==> config.mk <==
export PLATFORM = sky130hd
export DESIGN_NAME = sync_header_frame_deframer_unit
export DESIGN_NICKNAME = d
export VERILOG_FILES = /design/src/sv/shfd_pkg.sv /design/src/sv/shfd_in_stage.sv /design/src/sv/shfd_parser.sv /design/src/sv/sync_header_frame_deframer_unit.sv
export VERILOG_INCLUDE_DIRS = /design/src /design/src/sv
export SDC_FILE = /design/constraint.sdc
export NUM_CORES = 1
export LEC_CHECK = 0
export BUFFER_PORTS_ARGS = -buffer_cell sky130_fd_sc_hd__clkbuf_2
export CAP_MARGIN = 20
export CORE_ASPECT_RATIO = 1.1
export CORE_MARGIN = 10
export CORE_UTILIZATION = 50
export DETAILED_ROUTE_END_ITERATION = 12
export GPL_ROUTABILITY_DRIVEN = 0
export PLACE_DENSITY = 0.83
export SYNTH_ARGS = -nofsm -noshare
export SYNTH_HDL_FRONTEND = slang
export SYNTH_SLANG_ARGS = --single-unit
export TNS_END_PERCENT = 30
==> constraint.sdc <==
create_clock -name i_clk -period 29.8 [get_ports i_clk]
set_input_delay 2.98 -clock i_clk [delete_from_list [all_inputs] [get_ports i_clk]]
set_output_delay 2.98 -clock i_clk [all_outputs]
set_load 0.02 [all_outputs]
==> src/sv/assert_macros.svh <==
// assertion macros used by the top-level rtl file
// no dependencies
`ifndef ASSERT_MACROS_SVH
`define ASSERT_MACROS_SVH

// clocked assertion, disabled while reset is low, generic message
`define SHFD_ASSERT(name, clk, rst_n, prop) \
    name: assert property (@(posedge clk) disable iff (!rst_n) prop) \
        else $error("shfd assertion failed");

// clocked assertion, disabled while reset is low, caller message
`define SHFD_ASSERT_MSG(name, clk, rst_n, prop, msg) \
    name: assert property (@(posedge clk) disable iff (!rst_n) prop) \
        else $error(msg);

`endif

==> src/sv/shfd_pkg.sv <==
// types and constants of the sync header frame deframer
// used by every module of the block, no dependencies
`default_nettype none

package shfd_pkg;

    localparam int unsigned SHORT_FRAME_BYTES = 12;
    localparam int unsigned LONG_FRAME_BYTES  = 20;
    localparam int unsigned STORE_DEPTH       =
        (SHORT_FRAME_BYTES > LONG_FRAME_BYTES) ? SHORT_FRAME_BYTES : LONG_FRAME_BYTES;
    localparam int unsigned POS_W             = $clog2(STORE_DEPTH);

    localparam logic [7:0] HDR_FIRST = 8'hAA;
    localparam logic [7:0] HDR_SHORT = 8'h55;
    localparam logic [7:0] HDR_LONG  = 8'h5A;

    localparam logic FMT_SHORT = 1'b0;
    localparam logic FMT_LONG  = 1'b1;

    localparam int unsigned RESULT_W = 136;

    // first member in the top bits, so sequence_number sits in the low bits
    typedef struct packed {
        logic [7:0]         mode_code;
        logic [15:0]        frame_rate_tenths;
        logic [15:0]        det_score;
        logic [15:0]        target_x_pixel;
        logic [15:0]        ball_x_pixel;
        logic signed [15:0] velocity;
        logic [15:0]        target_pos;
        logic [15:0]        ball_pos;
        logic [7:0]         flag_bits;
        logic [7:0]         sequence_number;
    } t_result;

    typedef struct packed {
        logic       valid;
        logic [7:0] data;
    } t_in_item;

    typedef struct packed {
        logic             hunting;
        logic [POS_W-1:0] pos;
    } t_parser_status;

endpackage

`default_nettype wire

==> src/sv/shfd_in_stage.sv <==
// input register of the deframer, holds one received byte
// depends on shfd_pkg
`default_nettype none

module shfd_in_stage (
    input  wire logic              i_clk,
    input  wire logic              i_rst_n,
    input  wire logic              i_valid,
    output logic                   o_ready,
    input  wire logic [7:0]        i_data,
    input  wire logic              i_take,
    output shfd_pkg::t_in_item     o_item
);
    import shfd_pkg::*;

    logic       r_valid;
    logic [7:0] r_data;
    logic       n_valid;

    always_comb begin
        o_ready = !r_valid || i_take;
        n_valid = r_valid && !i_take;
        if (i_valid && o_ready) begin
            n_valid = 1'b1;
        end
    end

    always_ff @(posedge i_clk) begin
        if (!i_rst_n) begin
            r_valid <= 1'b0;
        end else begin
            r_valid <= n_valid;
        end
        if (i_valid && o_ready) begin
            r_data <= i_data;
        end
    end

    assign o_item = '{valid: r_valid, data: r_data};

endmodule

`default_nettype wire

==> src/sv/shfd_parser.sv <==
// header hunt, frame store, running checksum and field decode
// depends on shfd_pkg
`default_nettype none

module shfd_parser (
    input  wire logic                    i_clk,
    input  wire logic                    i_rst_n,
    input  wire logic                    i_frame_format,
    input  wire logic                    i_take,
    input  wire logic [7:0]              i_byte,
    output logic                         o_res_valid,
    output shfd_pkg::t_result            o_res,
    output shfd_pkg::t_parser_status     o_status
);
    import shfd_pkg::*;

    logic [7:0]       r_store [STORE_DEPTH];
    logic [POS_W-1:0] r_pos;
    logic [7:0]       r_sum;
    logic [POS_W-1:0] n_pos;
    logic [7:0]       n_sum;
    logic             w_wr_en;
    logic [POS_W-1:0] w_wr_idx;
    logic             w_lng;
    logic [POS_W:0]   w_size;
    logic [POS_W:0]   w_pos_inc;
    logic [7:0]       w_second;

    always_comb begin
        w_lng       = (i_frame_format == FMT_LONG);
        w_size      = w_lng ? (POS_W+1)'(LONG_FRAME_BYTES) : (POS_W+1)'(SHORT_FRAME_BYTES);
        w_second    = w_lng ? HDR_LONG : HDR_SHORT;
        w_pos_inc   = {1'b0, r_pos} + (POS_W+1)'(1);
        n_pos       = r_pos;
        n_sum       = r_sum;
        w_wr_en     = 1'b0;
        w_wr_idx    = r_pos;
        o_res_valid = 1'b0;
        if (i_take) begin
            priority if (r_pos == POS_W'(0)) begin
                if (i_byte == HDR_FIRST) begin
                    w_wr_en  = 1'b1;
                    w_wr_idx = POS_W'(0);
                    n_sum    = i_byte;
                    n_pos    = POS_W'(1);
                end
            end else if (r_pos == POS_W'(1)) begin
                priority if (i_byte == w_second) begin
                    w_wr_en = 1'b1;
                    n_sum   = r_sum + i_byte;
                    n_pos   = POS_W'(2);
                end else if (i_byte == HDR_FIRST) begin
                    w_wr_en  = 1'b1;
                    w_wr_idx = POS_W'(0);
                    n_sum    = i_byte;
                    n_pos    = POS_W'(1);
                end else begin
                    n_sum = 8'h00;
                    n_pos = POS_W'(0);
                end
            end else begin
                w_wr_en = ({1'b0, r_pos} < (POS_W+1)'(STORE_DEPTH));
                if (w_pos_inc < w_size) begin
                    n_sum = r_sum + i_byte;
                    n_pos = w_pos_inc[POS_W-1:0];
                end else begin
                    o_res_valid = (r_sum == i_byte);
                    n_sum       = 8'h00;
                    n_pos       = POS_W'(0);
                end
            end
        end
    end

    always_ff @(posedge i_clk) begin
        if (!i_rst_n) begin
            r_pos <= '0;
            r_sum <= '0;
        end else begin
            r_pos <= n_pos;
            r_sum <= n_sum;
        end
        if (w_wr_en) begin
            r_store[w_wr_idx] <= i_byte;
        end
    end

    always_comb begin
        o_res                 = '0;
        o_res.sequence_number = r_store[2];
        o_res.flag_bits       = r_store[3];
        o_res.ball_pos        = {r_store[5], r_store[4]};
        o_res.target_pos      = {r_store[7], r_store[6]};
        if (w_lng) begin
            o_res.velocity          = {r_store[9], r_store[8]};
            o_res.ball_x_pixel      = {r_store[11], r_store[10]};
            o_res.target_x_pixel    = {r_store[13], r_store[12]};
            o_res.det_score         = {r_store[15], r_store[14]};
            o_res.frame_rate_tenths = {r_store[17], r_store[16]};
            o_res.mode_code         = r_store[18];
        end else begin
            o_res.det_score = {r_store[9], r_store[8]};
            o_res.mode_code = r_store[10];
        end
    end

    assign o_status = '{hunting: (r_pos == POS_W'(0)), pos: r_pos};

endmodule

`default_nettype wire

==> src/sv/sync_header_frame_deframer_unit.sv <==
// sync header frame deframer: receives bytes, emits decoded frames
// channels:
//   s_axis carries one received byte per item (tdata bits 7:0)
//   m_axis carries one decoded frame per item, 136 bits of fields
//   i_cfg_we/i_cfg_data write frame_format (0 short 0x55, 1 long 0x5A)
// a frame is 0xAA, the format header byte, payload, then an 8-bit sum
// of all earlier bytes; only frames whose sum matches give an item
// m_axis_tvalid rises once the last byte of a good frame has passed the
// input register and then the result register
// throughput: one byte per cycle while no result is held back by m_axis,
// set by the combinational parse step between the input and result registers
// reset: hunt restarts, no result pending, format short
// when m_axis stalls with a result held, the input register can still fill
// with one byte; s_axis_tready is low while it is full, until the result is taken
// depends on shfd_pkg, shfd_in_stage, shfd_parser, assert_macros.svh
`default_nettype none

module sync_header_frame_deframer_unit (
    input  wire logic                           i_clk,
    input  wire logic                           i_rst_n,
    input  wire logic                           i_cfg_we,
    input  wire logic                           i_cfg_data,
    input  wire logic                           s_axis_tvalid,
    output logic                                s_axis_tready,
    // rx_byte
    input  wire logic [7:0]                     s_axis_tdata,
    output logic                                m_axis_tvalid,
    input  wire logic                           m_axis_tready,
    // sequence_number, flag_bits, ball_pos, target_pos, velocity,
    // ball_x_pixel, target_x_pixel, det_score, frame_rate_tenths, mode_code
    output logic [shfd_pkg::RESULT_W-1:0]       m_axis_tdata
);
    import shfd_pkg::*;

    `include "assert_macros.svh"

    logic           r_frame_format;
    logic           r_out_valid;
    t_result        r_out;
    t_in_item       w_item;
    logic           w_take;
    logic           w_res_valid;
    t_result        w_res;
    t_parser_status w_status;

    always_ff @(posedge i_clk) begin
        if (!i_rst_n) begin
            r_frame_format <= FMT_SHORT;
        end else if (i_cfg_we) begin
            r_frame_format <= i_cfg_data;
        end
    end

    assign w_take = w_item.valid && (!r_out_valid || m_axis_tready);

    shfd_in_stage u_in_stage (
        .i_clk   (i_clk),
        .i_rst_n (i_rst_n),
        .i_valid (s_axis_tvalid),
        .o_ready (s_axis_tready),
        .i_data  (s_axis_tdata),
        .i_take  (w_take),
        .o_item  (w_item)
    );

    shfd_parser u_parser (
        .i_clk          (i_clk),
        .i_rst_n        (i_rst_n),
        .i_frame_format (r_frame_format),
        .i_take         (w_take),
        .i_byte         (w_item.data),
        .o_res_valid    (w_res_valid),
        .o_res          (w_res),
        .o_status       (w_status)
    );

    always_ff @(posedge i_clk) begin
        if (!i_rst_n) begin
            r_out_valid <= 1'b0;
        end else if (w_res_valid) begin
            r_out_valid <= 1'b1;
        end else if (m_axis_tready) begin
            r_out_valid <= 1'b0;
        end
        if (w_res_valid) begin
            r_out <= w_res;
        end
    end

    assign m_axis_tvalid = r_out_valid;
    assign m_axis_tdata  = r_out;

    `SHFD_ASSERT(a_res_from_take, i_clk, i_rst_n, (w_res_valid |-> w_take))
    `SHFD_ASSERT(a_res_not_lost, i_clk, i_rst_n, (w_res_valid |=> r_out_valid))
    `SHFD_ASSERT_MSG(a_no_overwrite, i_clk, i_rst_n,
        ((r_out_valid && !m_axis_tready) |-> !w_take), "parse while result blocked")
    `SHFD_ASSERT_MSG(a_pos_range, i_clk, i_rst_n,
        (({1'b0, w_status.pos} < (POS_W+1)'(STORE_DEPTH))
            && (w_status.hunting == (w_status.pos == POS_W'(0)))),
        "frame position out of range")

endmodule

`default_nettype wire
* Yosys cells after proc, flatten, opt, wreduce, memory -nomap -nowiden
Memory sizes are Yosys's and may differ from the RTL's. A register that Yosys moved wholly into a read port is not among the register bits.
Cells that the tools add are included.
** Word-level totals
- Flip-flop bits (word level) :: 80
- RAM bits :: 160
- Output and inout bits :: 138
- Logic and storage cells :: 71
- Memories :: 1
** Memory list
- u_parser.r_store :: words 20, bits a word 8, rd ports 17, clocked after Yosys merged registers in 11, wr ports 1, RTL line shfd_parser.sv:17 : logic [7:0] r_store [STORE_DEPTH];
** Cells by class
- $add $sub $neg :: 2
- Order comparisons :: 2
- Equality and inequality tests :: 5
- Mux-type cells :: 35
- Reduce and logical (&&, ||, !) cells :: 16
** Operator list (number)
- $mux 8 :: 7
- $mux 5 :: 11
- $eq 8x8->1 :: 2
- $mux 16 :: 1
- $mux 1 :: 15
- $add 8x8->8 :: 1
- $eq 8x8->1 const B :: 1
- $logic_not 1->1 :: 8
- $add 5x1->6 const B :: 1
- $lt 6x6->1 :: 1
- $eq 5x1->1 const B :: 1
- $logic_not 5->1 :: 1
- $lt 5x5->1 const B :: 1
- $mux 4 :: 1
- $logic_and 1x1->1 :: 3
- $logic_or 1x1->1 :: 2
- $ne 2x2->1 const B :: 1
- $reduce_and 2->1 :: 1
- $reduce_bool 2->1 :: 1

* Depth between registers and ports, before layout
Gate-level depths: netlist of run 1.
- Depth after elaboration :: 8
- Depth in mapped cells :: 9

* Cells and area by module
Synthesis of run 1 repeated with hierarchy kept, for this count alone.
** Unflattened totals
- Cells, all modules :: 554
- Area total of the unflattened synthesis :: 10568.9 um2
** By module, submodules not included
- shfd_parser :: times used 1, cells each 397, area each 6095.8 um2
- sync_header_frame_deframer_unit :: times used 1, cells each 143, area each 4167.7 um2
- shfd_in_stage :: times used 1, cells each 14, area each 305.3 um2

* Worst setup path before layout of run 1
OpenSTA, ideal clock, no wires.
- Kind :: input to register
- Start point :: in m_axis_tready
- End point :: reg, netlist name m_axis_tdata[0]
- Setup time :: 1015 ps
- Arrival :: 17306 ps
- Required time :: 28785 ps
- Setup slack :: 11479 ps
- Stages on the path :: 3
- Cell sequence :: nand2b_1 and3_2 nor4b_1
** Between the ends
- Word-level cells in the longest chain between the ends :: 3
** RTL lines
- start, declared :: RTL line sync_header_frame_deframer_unit.sv:28 : input wire logic m_axis_tready,
- $logic_or 1x1->1 :: RTL line sync_header_frame_deframer_unit.sv:54 : assign w_take = w_item.valid && (!r_out_valid || m_axis_tready);
- $logic_and 1x1->1 :: RTL line sync_header_frame_deframer_unit.sv:54
- $mux 1 :: RTL line shfd_parser.sv:39 : if (i_take) begin
- via u_parser.o_res_valid :: RTL line shfd_parser.sv:11 : output logic o_res_valid,
The timed path passes the listed nets, and every way through them passes these cells.
A chain may end at the register's enable or synchronous reset.

* Final worst setup path of run 1
- Start point :: in m_axis_tready
- End point :: out s_axis_tready
** Between the ends
- Word-level cells in the longest chain between the ends :: 3
** RTL lines
- $logic_or 1x1->1 :: RTL line sync_header_frame_deframer_unit.sv:54
- $logic_and 1x1->1 :: RTL line sync_header_frame_deframer_unit.sv:54
- $logic_or 1x1->1 :: RTL line shfd_in_stage.sv:21 : o_ready = !r_valid || i_take;
- end, declared :: RTL line sync_header_frame_deframer_unit.sv:24 : output logic s_axis_tready,
No other way between the ends.

==> flow_summary.toml, run 1 <==
[min_path]
hp-start = "u_parser.r_store[3][5]"
whs_path_depth = 0
hold_path.class = "flip-flop to flip-flop"
hold-path-endpoint = "m_axis_tdata[13]"

[timing]
period_share = 0.218
relSlewSlack = 0.284
finalMaxSlewViolations = 0
max_clock_freq_mhz = 154
setup_violations = 0
hold_viol = 0
fin_ws_ps = 23290
fin_skew_ps = 13.0
worstMarginPinSlew_ps = 1070
tns_ps = 0
period_needed_ps = 6510
rsz0062_at_grt = "no"

[die]
die_w_um = 159
initial_core_util = 0.511
core_area_sq_um = 20700
num_rows = 55
pin_count = 152
dieHeight_um = 173
dieArea_sq_um = 27400

[global_route]
grt_max_degree = 91
grt_util_all_layers = 0.145
grt_pass1_wl_mm = 31.7
grt_pass1_vias = 5461
grt_antenna_before_repair = 0
overflow = 0

[logic_synthesis]
yosys.area.top_type_share = 0.795
synthTopCellsByArea = "edfxtp_1, and2_1, dfxtp_1"
synth_enable_flop_cells = 280
yosys_most_used_dff = "edfxtp_1"
synth_top_cell_by_area = "edfxtp_1"
yosys_register_bits = 296
seq_area_frac_synth = 0.825
synth.distinct_cells = 53
synthesis.nets = 583
synthCells = 556
yosys_warnings = 0
syn_avg_cell_area_sq_um = 19.0
syn-cell-area_sq_um = 10600
async_reset_ff_frac = 0

[layout]
fillers = 1429
areaGrowthSynthToFinish_pct = 19.1
antennaDiodeCount = 0
final_nets = 760
drive_above_1_share = 0.329
layoutNonFillerInstCount = 1038

[critical_path]
worstReg2RegStart = "u_in_stage.r_data[1]"
path_common_cell = "clkbuf_2"
r2r_slack_ps = 26360
cp_max_fo = 3
r2r-end = "u_parser.r_store[12][6]"
slowest_stage = "nor2b_1"
worstPathCellList = "clkbuf_2 -> nor2b_1 -> nand2_1 -> clkbuf_2"
worstSetupPathType = "input port to output port"
worstPathRequired_ps = 26820
start_kind = "input port"
critPathArrivalTime_ps = 3530
end_kind = "output port"
crit_family = "simple AND/OR/NAND/NOR gates"
crit_buf_inv = 2
rr_worst_depth = 5
max_stage_delay_ps = 190

[clock_tree]
cts_sinks = 296
h-tree-depth = 1
cts_tree = "done"
post_cts_buffers = 0
insertion_delay_ps = 530
root_buffer = "clkbuf_16"
postCtsHoldBufs = 0
cts_made_buffers = 28
cts_max_path_buffers = 3
cts_resized = 0
cts.clk_slew.worst_paths_ps = 60

[detailed_routing]
ant_nets = 0
first_pass_iters = 5
avgViaCountPerCell = 5.15
wire_per_inst_um = 19.8
drc = 0
vias = 5344
dr.first_iter.drc_count = 289
routed_wl_mm = 20.5

[run_status]
status = "finished clean"

[power_and_ir_drop]
ir_drop_uv = 44.0
pwr_density_cell_nw_per_um2 = 63.8
finalPower_mw = 0.804
power_leakage_nw = 4.40

[placed_design]
place_inst = 979
port_buffers = 151
dp_hpwl_mm = 13.4
pre_cts_ws_ps = 23290

[job]
cap_violations = 0
## cell usage after synthesis, drive strengths merged, types with 2 or more instances
| cell type | n |
|---|---|
| xor2 | 3 |
| a32oi | 2 |
| a211oi | 4 |
| nor2 | 9 |
| ha | 12 |
| xnor2 | 6 |
| a21o | 2 |
| edfxtp | 280 |
| o2111ai | 2 |
| mux2 | 24 |
| a21oi | 8 |
| inv | 4 |
| dfxtp | 16 |
| nor4 | 5 |
| nand2 | 20 |
| o21bai | 2 |
| o21ai | 10 |
| mux2i | 2 |
| and4bb | 2 |
| clkbuf | 8 |
| buf | 9 |
| o31ai | 2 |
| nor2b | 4 |
| nand3 | 9 |
| and2 | 66 |
| o22ai | 3 |
| nor3 | 20 |
| o211ai | 7 |
| o32ai | 2 |
## cells by family (layout without fill, tap and decap cells)
group | count (synthesis) | in the layout | share of synthesized area
AND/OR/NAND/NOR | 144 | 144 | 0.0802
adder cells (fa/ha/maj) | 13 | 13 | 0.0161
multiplexers | 26 | 26 | 0.0274
AO/OA/AOI/OAI | 47 | 47 | 0.0341
flip-flops | 296 | 296 | 0.825
XOR/XNOR | 9 | 9 | 0.00745
buffers and inverters | 21 | 218 | 0.0100
## sequential cells by signal, indices dropped and copies added (netlist names)
signal / flops
u_parser.r_pos: 5
u_parser.r_store: 136
r_frame_format: 1
u_in_stage.r_valid: 1
u_in_stage.r_data: 8
u_parser.r_sum: 8
m_axis_tdata: 136
m_axis_tvalid: 1
## metrics by stage
step	util	cell area [sq um]	hold WS [ps]
floorplan	-	10600	400
global placement	0.563	11700	400
detailed placement	0.563	11700	405
CTS	0.605	12500	408
global route	0.609	12600	405
finish	0.609	12600	406
## worst reg2reg max path: cells and delay by family (launching register included)
family,cells,cell delay (ps)
and+or+nand+nor,3,1400
AOI/OAI and AO/OA,2,630
DFF,1,1030
## layout by cell type (no fill, tap or decap), types with 8 or more instances in the layout
| cell type | n |
|---|---|
| nor2_1 | 8 |
| edfxtp_1 | 280 |
| nand2_1 | 19 |
| ha_1 | 12 |
| mux2_2 | 24 |
| clkbuf_16 | 28 |
| clkbuf_2 | 152 |
| clkbuf_1 | 10 |
| dfxtp_1 | 15 |
| and2_1 | 66 |
| nor3_1 | 20 |
| nand3_1 | 9 |
## area by class of cell
type / instances / area (sq um) / area share
clock buffer: 38 / 738 / 0.0586
clock inverter: 12 / 136 / 0.0108
inverter: 4 / 15.0 / 0.00119
multi-input combinational: 239 / 1770 / 0.140
sequential: 296 / 8730 / 0.693
tap: 285 / 357 / 0.0283
timing repair buffer: 164 / 863 / 0.0685
## routing by layer
layer | track usage | share of wire
met2 | 0.259 | 0.52
met5 | 0 | 0
met3 | 0.0268 | 0.061
met1 | 0.174 | 0.39
met4 | 0.0406 | 0.022
## worst max-delay path by stage
stage	startpoint	end	slack, ps	cells past startpoint
2_1_floorplan	m_axis_tready	m_axis_tdata[0]	11480	3
3_3_place_gp	m_axis_tready	s_axis_tready	23340	4
4_1_cts	m_axis_tready	s_axis_tready	23290	4
6_report	m_axis_tready	s_axis_tready	23290	4
3_5_place_dp	m_axis_tready	s_axis_tready	23290	4
5_1_grt	m_axis_tready	s_axis_tready	23250	4
## power by group
group          switching, mW  total [mW]  internal [mW]  leakage, nW
logic                0.00573      0.0106        0.00488         1.32
registers            0.00716       0.463          0.455         2.67
clock network          0.139       0.331          0.192        0.412
No activity file was read; power rests on OpenSTA's default activity.
==> run 2: changes to the inputs <==
- PLACE_DENSITY: 0.83 -> 0.86
- clock period: 29.8 -> 5.9 ns (I/O delays scaled with it)
==> run 2 against run 1 <==
- critical path depth is 1 higher
- worst hold slack got worse by 160 ps
- clock skew up 2.2 ps
- highest routed layer unchanged
==> flow_summary.toml, run 2 (synthesis results as in run 1) <==
[clock_tree]
cts_tree = "done"
cts_resized = 0
cts_max_path_buffers = 3
h-tree-depth = 1
root_buffer = "clkbuf_16"
cts_made_buffers = 26
post_cts_buffers = 0
cts.clk_slew.worst_paths_ps = 60
insertion_delay_ps = 530
cts_sinks = 296
postCtsHoldBufs = 0

[run_status]
status = "finished clean"

[detailed_routing]
dr.first_iter.drc_count = 538
first_pass_iters = 5
routed_wl_mm = 21.6
ant_nets = 0
vias = 5398
wire_per_inst_um = 20.9
drc = 0
avgViaCountPerCell = 5.21

[die]
initial_core_util = 0.511
num_rows = 55
core_area_sq_um = 20700
dieArea_sq_um = 27400
die_w_um = 159
dieHeight_um = 173
pin_count = 152

[timing]
period_needed_ps = 3430
fin_skew_ps = 15.2
worstMarginPinSlew_ps = 1100
rsz0062_at_grt = "no"
setup_violations = 0
tns_ps = 0
finalMaxSlewViolations = 0
max_clock_freq_mhz = 291
relSlewSlack = 0.263
period_share = 0.582
hold_viol = 0

[job]
cap_violations = 0

[power_and_ir_drop]
pwr_density_cell_nw_per_um2 = 319
power_leakage_nw = 4.39
ir_drop_uv = 160

[critical_path]
crit_end = "m_axis_tdata[59]"
max_stage_delay_ps = 950
worstPathRequired_ps = 6040
r2r_slack_ps = 2470
worstReg2RegStart = "u_in_stage.r_data[3]"
start_kind = "flip-flop"
critPathArrivalTime_ps = 3580
end_kind = "flip-flop"
slowest_stage = "edfxtp_1"
worstPathCellList = "ha_1 -> nor4_1 -> nand3_1 -> nor4b_4 -> buf_4"
worstSetupPathType = "flip-flop to flip-flop"
r2r-end = "m_axis_tdata[59]"
cp_max_fo = 79
crit_start = "u_in_stage.r_data[3]"
rr_worst_depth = 5

[min_path]
hold_path.class = "input port to flip-flop"

[layout]
multiInputGateArea_sq_um = 1830
final_nets = 760
final_cell_mix = "edfxtp_1, clkbuf_2, and2_1, clkbuf_16, mux2_2"
antennaDiodeCount = 0
fillers = 1381
final_common_cell = "edfxtp_1"
areaGrowthSynthToFinish_pct = 19.4
final_core_util = 0.610
drive_above_1_share = 0.348
seqCellArea_sq_um = 8740

[placed_design]
dp_hpwl_mm = 14.1
port_buffers = 151

[global_route]
grt_pass1_wl_mm = 33.3
overflow = 0
grt_max_degree = 90
grt_util_all_layers = 0.153
grt_pass1_vias = 5476
grt_antenna_before_repair = 0
==> run 2: changes by cell type in the layout (fill, tap and decap cells not counted), moves of 2 or more <==
cell	previous run	this run
clkinv_8	2	0
clkinv_2	2	6
dfxtp_1	15	13
buf_4	4	7
dfxtp_4	0	2
clkbuf_1	10	2
ha_4	0	4
ha_1	12	8
==> run 2: stage by stage <==
| step | std cells | worst slack (ps) | hold slack (ps) | power (mW) | area (sq um) |
|---|---|---|---|---|---|
| final | 1037 | 2470 | 251 | 4.03 | 12600 |
| after global routing | 1037 | 2230 | 235 | 4.15 | 12600 |
| after detailed placement | 982 | 2470 | 405 | 2.43 | 11800 |
| after floorplan | 556 | -269 | 400 | 2.40 | 10700 |
| after global placement | 982 | 2690 | 404 | 2.43 | 11800 |
| after CTS | 1029 | 2470 | 236 | 4.06 | 12600 |
==> run 2: worst min path at each step <==
| stage | start | end | slack [ps] | cells after the start |
|---|---|---|---|---|
| 2_1_floorplan | u_parser.r_store[2][0] | m_axis_tdata[0] | 400 | 0 |
| 3_3_place_gp | u_parser.r_store[4][7] | m_axis_tdata[23] | 400 | 0 |
| 3_5_place_dp | u_parser.r_store[6][4] | m_axis_tdata[36] | 410 | 0 |
| 4_1_cts | s_axis_tdata[6] | u_in_stage.r_data[6] | 240 | 1 |
| 5_1_grt | s_axis_tdata[7] | u_in_stage.r_data[7] | 240 | 1 |
| 6_report | s_axis_tdata[0] | u_in_stage.r_data[0] | 250 | 1 |
==> run 2: power by group <==
part           switching, mW  internal [mW]  leakage (nW)  total [mW]
logic                 0.0306         0.0263          1.32      0.0568
clock network          0.718          0.927         0.404        1.65
registers             0.0331           2.30          2.67        2.33
total                  0.782           3.25          4.39        4.03
==> run 2: layout make-up <==
type,count,share of cell area
multi-input combinational,239,0.145
timing repair buffer,166,0.0681
inverter,4,0.00119
clock buffer,29,0.0540
sequential,296,0.691
tap,285,0.0282
clock inverter,18,0.0123
==> run 2: critical path: cells and delay by family, from the launching register on <==
kind,cells,cell delay [ps]
and+or+nand+nor,3,810
buffers and inverters,1,780
adders and majority gates,1,420
DFF,1,950
==> run 2: metal layers <==
layer | vias to the layer above | GRT usage | part of all wire
met5 | - | 0 | 0
met4 | 0 | 0.0472 | 0.020
met3 | 32 | 0.0375 | 0.073
met2 | 228 | 0.271 | 0.53
met1 | 2646 | 0.179 | 0.38
li1 | 2492 | - | -
